### src/dbrm_pkg.sv
`default_nettype none
// ----------------------------------------------------------------------------
// dbrm_pkg: shared types and constants of the dirty bitmap range marker
// Holds the request and response beat types, the request codes, the
// register width and the default sizes of the mark store.
// ----------------------------------------------------------------------------
package dbrm_pkg;

   // Field widths of the request, response and register.
   localparam int TYPE_W = 3;
   localparam int IDX_W  = 10;
   localparam int LEN_W  = 11;

   // Default store geometry.
   localparam int MAX_BITS_DEFAULT  = 1024;
   localparam int WORD_BITS_DEFAULT = 64;

   // Length in use after reset.
   localparam logic [LEN_W-1:0] LEN_RESET = 11'd1024;

   // Request codes.
   localparam logic [TYPE_W-1:0] REQ_SET_RANGE = 3'd0;
   localparam logic [TYPE_W-1:0] REQ_CLR_RANGE = 3'd1;
   localparam logic [TYPE_W-1:0] REQ_TEST_BIT  = 3'd2;
   localparam logic [TYPE_W-1:0] REQ_MARK_ALL  = 3'd3;
   localparam logic [TYPE_W-1:0] REQ_CLEAR_ALL = 3'd4;

   // One request beat.
   typedef struct packed {
      logic [TYPE_W-1:0] req_type;
      logic [IDX_W-1:0]  begin_index;
      logic [IDX_W-1:0]  end_index;
   } req_item_type;

   // One response beat.
   typedef struct packed {
      logic ok;
      logic bit_value;
      logic all_clear;
   } rsp_item_type;

   // Commands from the controller to the datapath.
   typedef struct packed {
      logic load;
      logic rd_en;
      logic finish;
   } cmd_type;

   // Status from the datapath to the controller.
   typedef struct packed {
      logic last_word;
   } status_type;

endpackage

`default_nettype wire

### src/dbrm_ctrl.sv
`default_nettype none
// ----------------------------------------------------------------------------
// dbrm_ctrl: sequencer of the dirty bitmap range marker
// Takes a request, sweeps every word of the store through the datapath,
// flushes the last write and strobes the response.
// ----------------------------------------------------------------------------
module dbrm_ctrl (
   input  wire logic                clock,
   input  wire logic                reset,
   input  wire logic                start,
   output logic                     busy,
   output logic                     rsp_valid,
   output dbrm_pkg::cmd_type        cmd,
   input  wire dbrm_pkg::status_type status
);
   import dbrm_pkg::*;

   typedef enum logic [2:0] {
      ST_IDLE  = 3'b001,
      ST_SWEEP = 3'b010,
      ST_FLUSH = 3'b100
   } state_type;

   state_type state_ff, state_in;
   logic      rsp_valid_ff;

   // Next state and commands.
   always_comb begin
      state_in   = state_ff;
      cmd.load   = 1'b0;
      cmd.rd_en  = 1'b0;
      cmd.finish = 1'b0;
      unique case (state_ff)
         ST_IDLE: begin
            if (start) begin
               cmd.load = 1'b1;
               state_in = ST_SWEEP;
            end
         end
         ST_SWEEP: begin
            cmd.rd_en = 1'b1;
            if (status.last_word) begin
               state_in = ST_FLUSH;
            end
         end
         ST_FLUSH: begin
            cmd.finish = 1'b1;
            state_in   = ST_IDLE;
         end
         default: begin
            state_in = ST_IDLE;
         end
      endcase
   end

   // State and response strobe registers.
   always_ff @(posedge clock) begin
      if (reset) begin
         state_ff     <= ST_IDLE;
         rsp_valid_ff <= 1'b0;
      end else begin
         state_ff     <= state_in;
         rsp_valid_ff <= cmd.finish;
      end
   end

   assign busy      = (state_ff != ST_IDLE);
   assign rsp_valid = rsp_valid_ff;

   // The response beat comes out while the sequencer is back at rest.
   a_rsp_in_idle: assert property (@(posedge clock) disable iff (reset)
      rsp_valid_ff |-> (state_ff == ST_IDLE))
      else $error("response strobe outside idle");

   // An accepted request always starts a sweep.
   a_start_sweep: assert property (@(posedge clock) disable iff (reset)
      (start && !busy) |=> (state_ff == ST_SWEEP))
      else $error("accepted request did not start a sweep");

   // The flush cycle is always followed by exactly one response beat.
   a_flush_rsp: assert property (@(posedge clock) disable iff (reset)
      (state_ff == ST_FLUSH) |=> (rsp_valid_ff && !busy))
      else $error("flush not followed by a response");

endmodule

`default_nettype wire

### src/dbrm_datapath.sv
`default_nettype none
// ----------------------------------------------------------------------------
// dbrm_datapath: mark store and word update of the dirty bitmap marker
// Holds the length register and the word store. Each swept word is read
// into a register, masked against the request and written back, while the
// test bit and the all-clear state are gathered.
// ----------------------------------------------------------------------------
module dbrm_datapath #(
   parameter int MAX_BITS  = dbrm_pkg::MAX_BITS_DEFAULT,
   parameter int WORD_BITS = dbrm_pkg::WORD_BITS_DEFAULT
) (
   input  wire logic                       clock,
   input  wire logic                       reset,
   input  wire dbrm_pkg::req_item_type     req_item,
   input  wire logic                       csr_wr_en,
   input  wire logic [dbrm_pkg::LEN_W-1:0] csr_wr_data,
   input  wire dbrm_pkg::cmd_type          cmd,
   output dbrm_pkg::status_type            status,
   output dbrm_pkg::rsp_item_type          rsp_item
);
   import dbrm_pkg::*;

   localparam int NUM_WORDS = (MAX_BITS + WORD_BITS - 1) / WORD_BITS;
   localparam int AW        = (NUM_WORDS > 1) ? $clog2(NUM_WORDS) : 1;
   localparam int SPAN_W    = $clog2(NUM_WORDS * WORD_BITS + WORD_BITS + 1);
   localparam int CW        = (SPAN_W > LEN_W + 1) ? SPAN_W : LEN_W + 1;

   typedef enum logic [2:0] {
      OP_NONE,
      OP_SET,
      OP_CLR,
      OP_TEST,
      OP_MARK,
      OP_WIPE
   } op_type;

   // Configuration and latched request.
   logic [LEN_W-1:0] len_cfg_ff;
   logic [CW-1:0]    len_eff;
   logic [CW-1:0]    len_ff;
   logic [CW-1:0]    beg_ext;
   logic [CW-1:0]    end_ext;
   logic [CW-1:0]    beg_ff;
   logic [CW-1:0]    end_ff;
   op_type           op_ff, op_in;
   logic             ok_ff, ok_in;

   // Sweep read side.
   logic [AW-1:0]    rd_addr_ff;
   logic [CW-1:0]    rd_base_ff;

   // Store and registered read.
   logic [WORD_BITS-1:0] mem [NUM_WORDS];
   logic [NUM_WORDS-1:0] valid_ff;
   logic [WORD_BITS-1:0] mem_q_ff;
   logic                 vld_q_ff;

   // Write stage.
   logic                 st_valid_ff;
   logic [AW-1:0]        wr_addr_ff;
   logic [CW-1:0]        wr_base_ff;
   logic [WORD_BITS-1:0] word_cur;
   logic [WORD_BITS-1:0] span_mask;
   logic [WORD_BITS-1:0] len_mask;
   logic [WORD_BITS-1:0] test_mask;
   logic [WORD_BITS-1:0] new_word;
   logic                 wr_word;
   logic                 in_use;
   logic                 bit_hit;
   logic                 word_nz;

   // Gathered results.
   logic         bit_ff;
   logic         nz_ff;
   rsp_item_type rsp_ff;

   // Length register.
   always_ff @(posedge clock) begin
      if (reset) begin
         len_cfg_ff <= LEN_RESET;
      end else if (csr_wr_en) begin
         len_cfg_ff <= csr_wr_data;
      end
   end

   // A length above the store size acts as the store size.
   always_comb begin
      len_eff = CW'(len_cfg_ff);
      if (len_eff > CW'(MAX_BITS)) begin
         len_eff = CW'(MAX_BITS);
      end
   end

   assign beg_ext = CW'(req_item.begin_index);
   assign end_ext = CW'(req_item.end_index);

   // Check the request and pick the word operation.
   always_comb begin
      op_in = OP_NONE;
      ok_in = 1'b0;
      unique case (req_item.req_type)
         REQ_SET_RANGE, REQ_CLR_RANGE: begin
            if ((beg_ext <= end_ext) && (end_ext < len_eff)) begin
               ok_in = 1'b1;
               op_in = (req_item.req_type == REQ_SET_RANGE) ? OP_SET : OP_CLR;
            end
         end
         REQ_TEST_BIT: begin
            if (beg_ext < len_eff) begin
               ok_in = 1'b1;
               op_in = OP_TEST;
            end
         end
         REQ_MARK_ALL: begin
            if (len_eff != '0) begin
               ok_in = 1'b1;
               op_in = OP_MARK;
            end
         end
         REQ_CLEAR_ALL: begin
            ok_in = 1'b1;
            op_in = OP_WIPE;
         end
         default: begin
            ok_in = 1'b0;
            op_in = OP_NONE;
         end
      endcase
   end

   // Request latch and read address sweep.
   always_ff @(posedge clock) begin
      if (cmd.load) begin
         len_ff     <= len_eff;
         beg_ff     <= beg_ext;
         end_ff     <= end_ext;
         op_ff      <= op_in;
         ok_ff      <= ok_in;
         rd_addr_ff <= '0;
         rd_base_ff <= '0;
      end else if (cmd.rd_en) begin
         rd_addr_ff <= rd_addr_ff + AW'(1);
         rd_base_ff <= rd_base_ff + CW'(WORD_BITS);
      end
   end

   assign status.last_word = (rd_addr_ff == AW'(NUM_WORDS - 1));

   // Store read port, registered.
   always_ff @(posedge clock) begin
      if (cmd.rd_en) begin
         mem_q_ff <= mem[rd_addr_ff];
         vld_q_ff <= valid_ff[rd_addr_ff];
      end
   end

   // Write stage control.
   always_ff @(posedge clock) begin
      if (reset) begin
         st_valid_ff <= 1'b0;
      end else begin
         st_valid_ff <= cmd.rd_en;
      end
      wr_addr_ff <= rd_addr_ff;
      wr_base_ff <= rd_base_ff;
   end

   // A word never written reads as zero.
   assign word_cur = vld_q_ff ? mem_q_ff : '0;
   assign in_use   = (wr_base_ff < len_ff);

   // Per-bit masks from the absolute bit position.
   always_comb begin
      logic [CW-1:0] pos;
      span_mask = '0;
      len_mask  = '0;
      test_mask = '0;
      for (int j = 0; j < WORD_BITS; j++) begin
         pos          = wr_base_ff + CW'(j);
         span_mask[j] = (pos >= beg_ff) && (pos <= end_ff);
         len_mask[j]  = (pos < len_ff);
         test_mask[j] = (pos == beg_ff);
      end
   end

   // Word update for the operation in hand.
   always_comb begin
      new_word = word_cur;
      wr_word  = 1'b0;
      unique case (op_ff)
         OP_SET: begin
            new_word = word_cur | span_mask;
            wr_word  = 1'b1;
         end
         OP_CLR: begin
            new_word = word_cur & ~span_mask;
            wr_word  = 1'b1;
         end
         OP_MARK: begin
            if (in_use) begin
               new_word = len_mask;
               wr_word  = 1'b1;
            end
         end
         OP_WIPE: begin
            new_word = '0;
            wr_word  = 1'b1;
         end
         OP_TEST, OP_NONE: begin
            new_word = word_cur;
            wr_word  = 1'b0;
         end
         default: begin
            new_word = word_cur;
            wr_word  = 1'b0;
         end
      endcase
   end

   assign bit_hit = st_valid_ff && (op_ff == OP_TEST) && (|(word_cur & test_mask));
   assign word_nz = st_valid_ff && in_use && (|new_word);

   // Store write port.
   always_ff @(posedge clock) begin
      if (st_valid_ff && wr_word) begin
         mem[wr_addr_ff] <= new_word;
      end
   end

   // Entry valid bits; reset empties the store at once.
   always_ff @(posedge clock) begin
      if (reset) begin
         valid_ff <= '0;
      end else if (st_valid_ff && wr_word) begin
         valid_ff[wr_addr_ff] <= 1'b1;
      end
   end

   // Gather the tested bit and the non-empty flag across the sweep.
   always_ff @(posedge clock) begin
      if (cmd.load) begin
         bit_ff <= 1'b0;
         nz_ff  <= 1'b0;
      end else begin
         bit_ff <= bit_ff | bit_hit;
         nz_ff  <= nz_ff | word_nz;
      end
   end

   // Response register, loaded in the flush cycle.
   always_ff @(posedge clock) begin
      if (cmd.finish) begin
         rsp_ff.ok        <= ok_ff;
         rsp_ff.bit_value <= bit_ff | bit_hit;
         rsp_ff.all_clear <= !(nz_ff | word_nz);
      end
   end

   assign rsp_item = rsp_ff;

   // The write-back never lands on the word being read in the same cycle.
   a_no_overlap: assert property (@(posedge clock) disable iff (reset)
      (st_valid_ff && cmd.rd_en) |-> (wr_addr_ff != rd_addr_ff))
      else $error("read and write of the same word in one cycle");

   // The flush cycle finishes the last word and reads nothing more.
   a_finish_flush: assert property (@(posedge clock) disable iff (reset)
      cmd.finish |-> (st_valid_ff && !cmd.rd_en))
      else $error("finish without the last write stage");

   // A rejected request leaves the store untouched.
   a_reject_nowrite: assert property (@(posedge clock) disable iff (reset)
      (st_valid_ff && !ok_ff) |-> !wr_word)
      else $error("rejected request wrote the store");

endmodule

`default_nettype wire

### src/dirty_bitmap_range_marker.sv
`default_nettype none
// ----------------------------------------------------------------------------
// dirty_bitmap_range_marker: word-stored dirty bitmap with range set/clear
// Sets or clears an inclusive bit range, tests one bit, marks every bit
// below the configured length or wipes the store, and reports ok, the
// tested bit and whether the bitmap in use is empty.
//
//   channel   ports                        handshake
//   request   start, busy, req_item        beat taken when start && !busy
//   response  rsp_valid, rsp_item          one-cycle strobe, no back-pressure
//   register  csr_wr_en, csr_wr_data       written when csr_wr_en is high
//
// Every request sweeps all NUM_WORDS words of the store through one read
// port and one write port, and busy holds off the next request until the
// sweep and its flush are done; the response strobe comes in the cycle
// in which busy falls. Reset is synchronous and empties the store at once
// through per-word valid bits. The receiver cannot stall; a response beat
// is lost if it is not taken in its cycle.
// ----------------------------------------------------------------------------
module dirty_bitmap_range_marker #(
   parameter int MAX_BITS  = dbrm_pkg::MAX_BITS_DEFAULT,
   parameter int WORD_BITS = dbrm_pkg::WORD_BITS_DEFAULT
) (
   input  wire logic                       clock,
   input  wire logic                       reset,
   input  wire logic                       start,
   output logic                            busy,
   input  wire dbrm_pkg::req_item_type     req_item,
   output logic                            rsp_valid,
   output dbrm_pkg::rsp_item_type          rsp_item,
   input  wire logic                       csr_wr_en,
   input  wire logic [dbrm_pkg::LEN_W-1:0] csr_wr_data
);
   import dbrm_pkg::*;

   cmd_type    cmd;
   status_type status;

   // Sequencer.
   dbrm_ctrl u_ctrl (
      .clock     (clock),
      .reset     (reset),
      .start     (start),
      .busy      (busy),
      .rsp_valid (rsp_valid),
      .cmd       (cmd),
      .status    (status)
   );

   // Store and word update.
   dbrm_datapath #(
      .MAX_BITS  (MAX_BITS),
      .WORD_BITS (WORD_BITS)
   ) u_datapath (
      .clock       (clock),
      .reset       (reset),
      .req_item    (req_item),
      .csr_wr_en   (csr_wr_en),
      .csr_wr_data (csr_wr_data),
      .cmd         (cmd),
      .status      (status),
      .rsp_item    (rsp_item)
   );

endmodule

`default_nettype wire

### config.mk
export PLATFORM = sky130hd
export DESIGN_NAME = dirty_bitmap_range_marker
export DESIGN_NICKNAME = d
export VERILOG_FILES = /design/src/dbrm_pkg.sv /design/src/dbrm_ctrl.sv /design/src/dbrm_datapath.sv /design/src/dirty_bitmap_range_marker.sv
export SDC_FILE = /design/constraint.sdc
export NUM_CORES = 2
export LEC_CHECK = 0
export BUFFER_PORTS_ARGS = -buffer_cell sky130_fd_sc_hd__buf_2
export CORE_UTILIZATION = 60
export CTS_CLUSTER_DIAMETER = 150
export DETAILED_ROUTE_END_ITERATION = 6
export PLACE_DENSITY = 0.76
export SYNTH_ARGS = -nofsm -noshare
export SYNTH_HDL_FRONTEND = slang
export SYNTH_SLANG_ARGS = --single-unit
### constraint.sdc
create_clock -name clock -period 20.4 [get_ports clock]
set_clock_uncertainty 0.1 [all_clocks]
set_input_delay 0 -clock clock [delete_from_list [all_inputs] [get_ports clock]]
set_output_delay 0 -clock clock [all_outputs]
set_load 0.005 [all_outputs]
After elaboration in Yosys (flattened, before gate mapping)

Memories as Yosys holds them, arrays and structs flattened. A register that Yosys moved wholly into a read port is not among the register bits.
Index checks and enable logic that the tools add are counted.

Memories: 1
Flip-flop bits (word level): 106
RAM bits: 1024
Input bits: 38

Memories:

| name           | depth | width | rd ports | clocked after memory_dff | wr ports | RTL line            | text |
|---|---|---|---|---|---|---|---|
| u_datapath.mem | 16    | 64    | 1        | 1                        | 1        | dbrm_datapath.sv:53 | `logic [WORD_BITS-1:0] mem [NUM_WORDS];` |

Multiplexer cells: 28
Eq/ne operators: 80
Magnitude comparators: 199
Bitwise logic cells: 7
Reduce and logical (&&, ||, !) cells: 79
$add $sub $neg: 65

Operator list:

| operator                                            | number |
|---|---|
| equality test 12 x 10 -> 1 bit                      | 64 |
| >= comparator 12 x 10 -> 1 bit                      | 64 |
| less-or-equal comparator 12 x 10 -> 1 bit           | 64 |
| less-than comparator 12 bit                         | 64 |
| adder 12 x 6 -> 12 bit, second input constant       | 32 |
| case mux 64 bit (4 select lines)                    | 1 |
| adder 12 x 5 -> 12 bit, second input constant       | 16 |
| AND 64 bit                                          | 2 |
| two-way mux 64 bit                                  | 2 |
| OR reduction 64 bit                                 | 2 |
| adder 12 x 4 -> 12 bit, second input constant       | 8 |
| logical AND 1 bit                                   | 71 |
| NOT 64 bit                                          | 1 |
| OR 64 bit                                           | 1 |
| adder 12 x 3 -> 12 bit, second input constant       | 4 |
| adder 12 x 2 -> 12 bit, second input constant       | 2 |
| less-than comparator 10 x 11 -> 1 bit               | 2 |
| OR 16 bit                                           | 1 |
| equality test 3 x 2 -> 1 bit, second input constant | 5 |
| adder 12 x 1 -> 12 bit, second input constant       | 1 |
| adder 12 x 7 -> 12 bit, second input constant       | 1 |
| equality test 3 bit, second input constant          | 4 |
| two-way mux 1 bit                                   | 12 |
| two-way mux 3 bit                                   | 4 |
| 24 further kinds                                    | 30 |

Logic depth before layout (Yosys ltp)

Word-level depth: 10
Depth in mapped cells: 15
Gate-level depth less buffers: 12

Hierarchy

Synthesis repeated with hierarchy kept, for this count alone.

Cells, all modules: 3046
Area total of the unflattened synthesis: 51125.3 um^2

By module, submodules not included:

| module        | seq. area each (um^2) | cells each | instances | area each (um^2) |
|---|---|---|---|---|
| dbrm_datapath | 34843.4               | 3029       | 1         | 50957.6 |
| dbrm_ctrl     | 80.1                  | 17         | 1         | 167.7 |

Least setup slack after synthesis

No wires, ideal clock.

Path kind: reg-to-reg
Start point: register u_datapath.len_ff[9]
End point: memory u_datapath.mem[0][0] (netlist name), enable pin
Setup slack: 12.896 ns
Arrival: 6.837 ns
Data required time: 19.733 ns
Buffers on the path: 0
Stages on the path, launching flop included: 9
Library setup time: 0.567 ns
Cell sequence: edfxtp_1 inv_1 ha_1 a21o_1 a211o_1 a21oi_2 o21ai_1 or4b_2 nor3_1

Word-level cells in the longest chain between the ends: 6

RTL lines:

| item                                    | RTL line             | text |
|---|---|---|
| start: declaration                      | dbrm_datapath.sv:40  | `logic [CW-1:0] len_ff;` |
| start signal: assignment                | dbrm_datapath.sv:134 | `len_ff <= len_eff;` |
| less-than comparator 12 bit             | dbrm_datapath.sv:170 | `assign in_use = (wr_base_ff < len_ff);` |
| two-way mux 1 bit                       | dbrm_datapath.sv:200 | `if (in_use) begin` |
| case mux 1 bit (2 select lines)         | dbrm_datapath.sv:190 | `unique case (op_ff)` |
| logical AND 1 bit                       | dbrm_datapath.sv:225 | `if (st_valid_ff && wr_word) begin` |
| two-way mux 1 bit                       | dbrm_datapath.sv:225 |  |
| two-way mux 1 bit (implied by the code) | dbrm_datapath.sv:226 | `mem[wr_addr_ff] <= new_word;` |
| end: declaration                        | dbrm_datapath.sv:53  |  |

No other way between the ends.

Final worst setup path

Start point: register u_datapath.wr_base_ff[6]
End point: register u_datapath.rsp_ff, in the netlist u_datapath.rsp_item[0] (data pin)

Word-level cells in the longest chain between the ends: 10
Elaborated cells on any way between the ends: 329
Those cells by class: add/sub: 63; order compare: 192; mux: 2; bitwise: 4; reduce/logical: 68

RTL lines:

| item                                                                                        | RTL line             | text |
|---|---|---|
| start: declaration                                                                          | dbrm_datapath.sv:61  | `logic [CW-1:0] wr_base_ff;` |
| start signal: assignment                                                                    | dbrm_datapath.sv:165 | `wr_base_ff <= rd_base_ff;` |
| adder 12 x 1 -> 12 bit, or another cell as far along                                        | dbrm_datapath.sv:179 | `pos = wr_base_ff + CW'(j);` |
| >= comparator 12 x 10 -> 1 bit or less-or-equal comparator 12 x 10 -> 1 bit (tied branches) | dbrm_datapath.sv:180 | `span_mask[j] = (pos >= beg_ff) && (pos <= end_ff);` |
| logical AND 1 bit                                                                           | dbrm_datapath.sv:180 |  |
| NOT 64 bit                                                                                  | dbrm_datapath.sv:196 | `new_word = word_cur & ~span_mask;` |
| AND 64 bit                                                                                  | dbrm_datapath.sv:196 |  |
| case mux 64 bit (4 select lines)                                                            | dbrm_datapath.sv:190 |  |
| OR reduction 64 bit                                                                         | dbrm_datapath.sv:221 | `assign word_nz = st_valid_ff && in_use && (\|new_word);` |
| logical AND 1 bit *                                                                         | dbrm_datapath.sv:221 |  |
| OR 1 bit *                                                                                  | dbrm_datapath.sv:255 | `rsp_ff.all_clear <= !(nz_ff \| word_nz);` |
| zero test 1 bit *                                                                           | dbrm_datapath.sv:255 |  |
| end: declaration                                                                            | dbrm_datapath.sv:75  | `rsp_item_type rsp_ff;` |

Mark *: on every way between the ends. The rest lies on a longest branch, timed or not.
A chain may end at the register's enable or synchronous reset.

==> flow_metrics.py <==
metrics = {
    "floorplan": {
        "fp.dieW_um": 295,
        "coreArea_sq_mm": 0.0851,
        "pin_count": 43,
        "rows": 107,
        "initial_core_util_pct": 60.5,
        "die_y_um": 295,
        "die_area_sq_mm": 0.0871,
    },
    "timing": {
        "fin_crit_ns": 5.62,
        "finalSetupViolCount": 0,
        "slew_headroom_pct": -1.64,
        "max_slew.worst_pin.slew_ns": 1.52,
        "timing.final.ws_setup_ns": 14.78,
        "hold_viol": 0,
        "setup_tns_ns": 0,
        "fmax_mhz": 178,
        "worst_hold_slack_ns": 0.221,
        "rsz0062_at_grt": "no",
        "fin_crit_sh_pct": 27.6,
        "drv_slew": 34,
    },
    "synthesis": {
        "synth_top_area_share_pct": 65.7,
        "synth_nets": 3158,
        "seq_area_frac_synth_pct": 67.8,
        "yosys_most_used_dff": "edfxtp_1",
        "avgSynthCellArea_sq_um": 16.8,
        "yosysUniqueCellTypes": 96,
        "yosys-top-cells-area": "edfxtp_1, mux4_2, dfxtp_1",
        "synth_edf_count": 1127,
        "ys_ff_latch": 1181,
        "yosysTopAreaCell": "edfxtp_1",
        "ys_warn_count": 0,
        "synthesis.area_sq_mm": 0.0515,
        "synth_most_common_cell": "edfxtp_1",
        "postSynthCellCount": 3074,
        "yosys-top-cells-count": "edfxtp_1, mux4_2, nor2_1",
        "ys_async_sr_fraction_pct": 0,
    },
    "clocking": {
        "cts-root-buf": "clkbuf_16",
        "clockBufferDepth": 3,
        "postCtsSetupRepairBufs": 0,
        "clock-sinks": 1181,
        "clkLatencyLatePin_ns": 0.74,
        "cts_max_level": 3,
        "path_clk_slew_ns": 0.06,
        "ctsResizeCount": 0,
        "tritoncts": "built",
        "cts_inserted_buffers": 112,
        "hold_buffers": 89,
    },
    "grt": {
        "grt_max_degree": 149,
        "track_usage_pct": 42.7,
        "grt_remaining_overflow": 0,
        "grt_first_pass_wirelength_um": 255000,
        "grt_pass1_vias": 33085,
        "antenna_found_initial": 8,
    },
    "cells_and_area": {
        "utilization_pct": 68.2,
        "areaGrowthSynthToFinish_pct": 12.6,
        "nFillCells": 5294,
        "final_nets": 3316,
        "layout-drive-gt1-share_pct": 21.6,
    },
    "setup_path": {
        "endpoint_kind": "flop",
        "required_ns": 20.85,
        "startpoint_type": "flop",
        "arrival_ns": 6.08,
        "criticalPathCategory": "reg2reg",
        "crit_fanout": 10,
    },
    "drt": {
        "first_pass_iters": 7,
        "wl_per_cell_um": 41.1,
        "drtAntennaViolNets": 0,
        "drc": 8,
        "wirelength_um": 184000,
        "drt-vias-per-instance": 7.57,
        "drtIter0Drc": 5454,
        "dr_total_vias": 33833,
    },
    "run": {
        "cap_violations": 3,
    },
    "power_and_ir_drop": {
        "powerDensity_mw_per_mm2": 90.8,
        "ir_drop_v": 0.000149,
        "p_leak_uw": 0.0186,
    },
    "placement": {
        "dp_hpwl_um": 110000,
        "numPortBuffers": 42,
        "place_congestion": 1.08,
        "preCtsSetupSlack_ns": 14.87,
    },
    "min_path": {
        "hp-class": "in2reg",
    },
    "outcome": {
        "violations": "DRC, capacitance limit, slew limit",
        "status": "finished with violations",
    },
}
## worst max-delay path, stage by stage, from the launching register on
cell       delay [ns]
dfxtp_1          0.42
inv_1            0.12
ha_1             0.46
nor4bb_1         0.77
nand2_1          0.52
o22ai_1          0.53
o211ai_1         0.15
o2111ai_1        0.51
o2111ai_1        0.28
nor4_1           0.56
nand4b_1         0.41
nor4_2           0.45
a21bo_1          0.16
## cell type report
type	count	area, sq um	area share, %
Inverter	59	221	0.382
Antenna cell	4	10.0	0.0172
Multi-Input combinational cell	1640	15900	27.4
Sequential cell	1181	34900	60.2
Tap cell	1144	1430	2.47
Clock buffer	142	2990	5.15
Timing Repair Buffer	238	1930	3.32
Clock inverter	60	627	1.08
## metal layers
metal / track usage, % / vias to the layer above / share of wire, %
met5: 0 / - / 0.025
met4: 20.7 / 8 / 5.9
met3: 11.3 / 651 / 13
met2: 65.6 / 3090 / 46
met1: 57.3 / 17119 / 36
li1: - / 12965 / -
## through the flow
step	area, sq um	power, uW	std cells
2_1_floorplan	51500	3010	3074
3_3_place_gp	53500	3160	4173
3_5_place_dp	53500	3170	4173
4_1_cts	58000	5260	4464
5_1_grt	58000	5370	4465
6_report	58000	5270	4468
## where the power goes
group / total (uW) / switching, uW / internal [uW]
clock: 2110 / 942 / 1170
combinational: 437 / 296 / 141
sequential: 2730 / 20.1 / 2710
total: 5270 / 1260 / 4010
## placed cells by master (no fill, tap or decap), types with 27 or more instances in the layout
cell	count
nor3_1	38
nor2_1	151
nand3_1	52
dlygate4sd3_1	89
dfxtp_1	50
o21ai_0	117
ha_1	46
o22ai_1	29
mux4_2	326
buf_4	105
a31oi_1	30
mux2i_1	31
nand2_1	159
a21oi_1	131
buf_2	42
o211ai_1	30
inv_1	59
clkbuf_16	115
a21o_1	28
edfxtp_1	1127
nand2b_1	27
## sequential cells by signal (all words and copies together), names as in the netlist
| register | cells |
|---|---|
| u_datapath.len_cfg_ff | 11 |
| u_ctrl.state_ff | 3 |
| u_datapath.mem_q_ff | 64 |
| u_datapath.rd_addr_ff | 4 |
| u_datapath.ok_ff | 1 |
| u_datapath.rd_base_ff | 6 |
| u_datapath.end_ff | 10 |
| u_datapath.vld_q_ff | 1 |
| u_ctrl.rsp_valid | 1 |
| u_datapath.bit_ff | 1 |
| u_datapath.wr_base_ff | 6 |
| u_datapath.mem | 1024 |
| u_datapath.wr_addr_ff | 4 |
| u_datapath.rsp_item | 3 |
| u_datapath.len_ff | 11 |
| u_datapath.st_valid_ff | 1 |
| u_datapath.nz_ff | 1 |
| u_datapath.valid_ff | 16 |
| u_datapath.beg_ff | 10 |
| u_datapath.op_ff | 3 |
## final timing paths
kind | cells after the start | end | slack (ns) | start
setup / recovery | 12 | u_datapath.rsp_item[0] | 14.78 | u_datapath.wr_base_ff[6]
hold / removal | 4 | u_datapath.len_cfg_ff[10] | 0.22 | csr_wr_en
setup reg to reg | 12 | u_datapath.rsp_item[0] | 14.78 | u_datapath.wr_base_ff[6]
hold reg to reg | 0 | u_datapath.wr_base_ff[11] | 0.28 | u_datapath.rd_base_ff[11]
## kinds of logic after synthesis
kind of cell / synth area share, %
fa+ha+maj: 1.12
simple gates: 6.13
mux: 15.0
compound gates: 7.92
flops: 67.8
buf+inv: 1.89
xor+xnor: 0.153
Power figures use the tool's default switching activity.
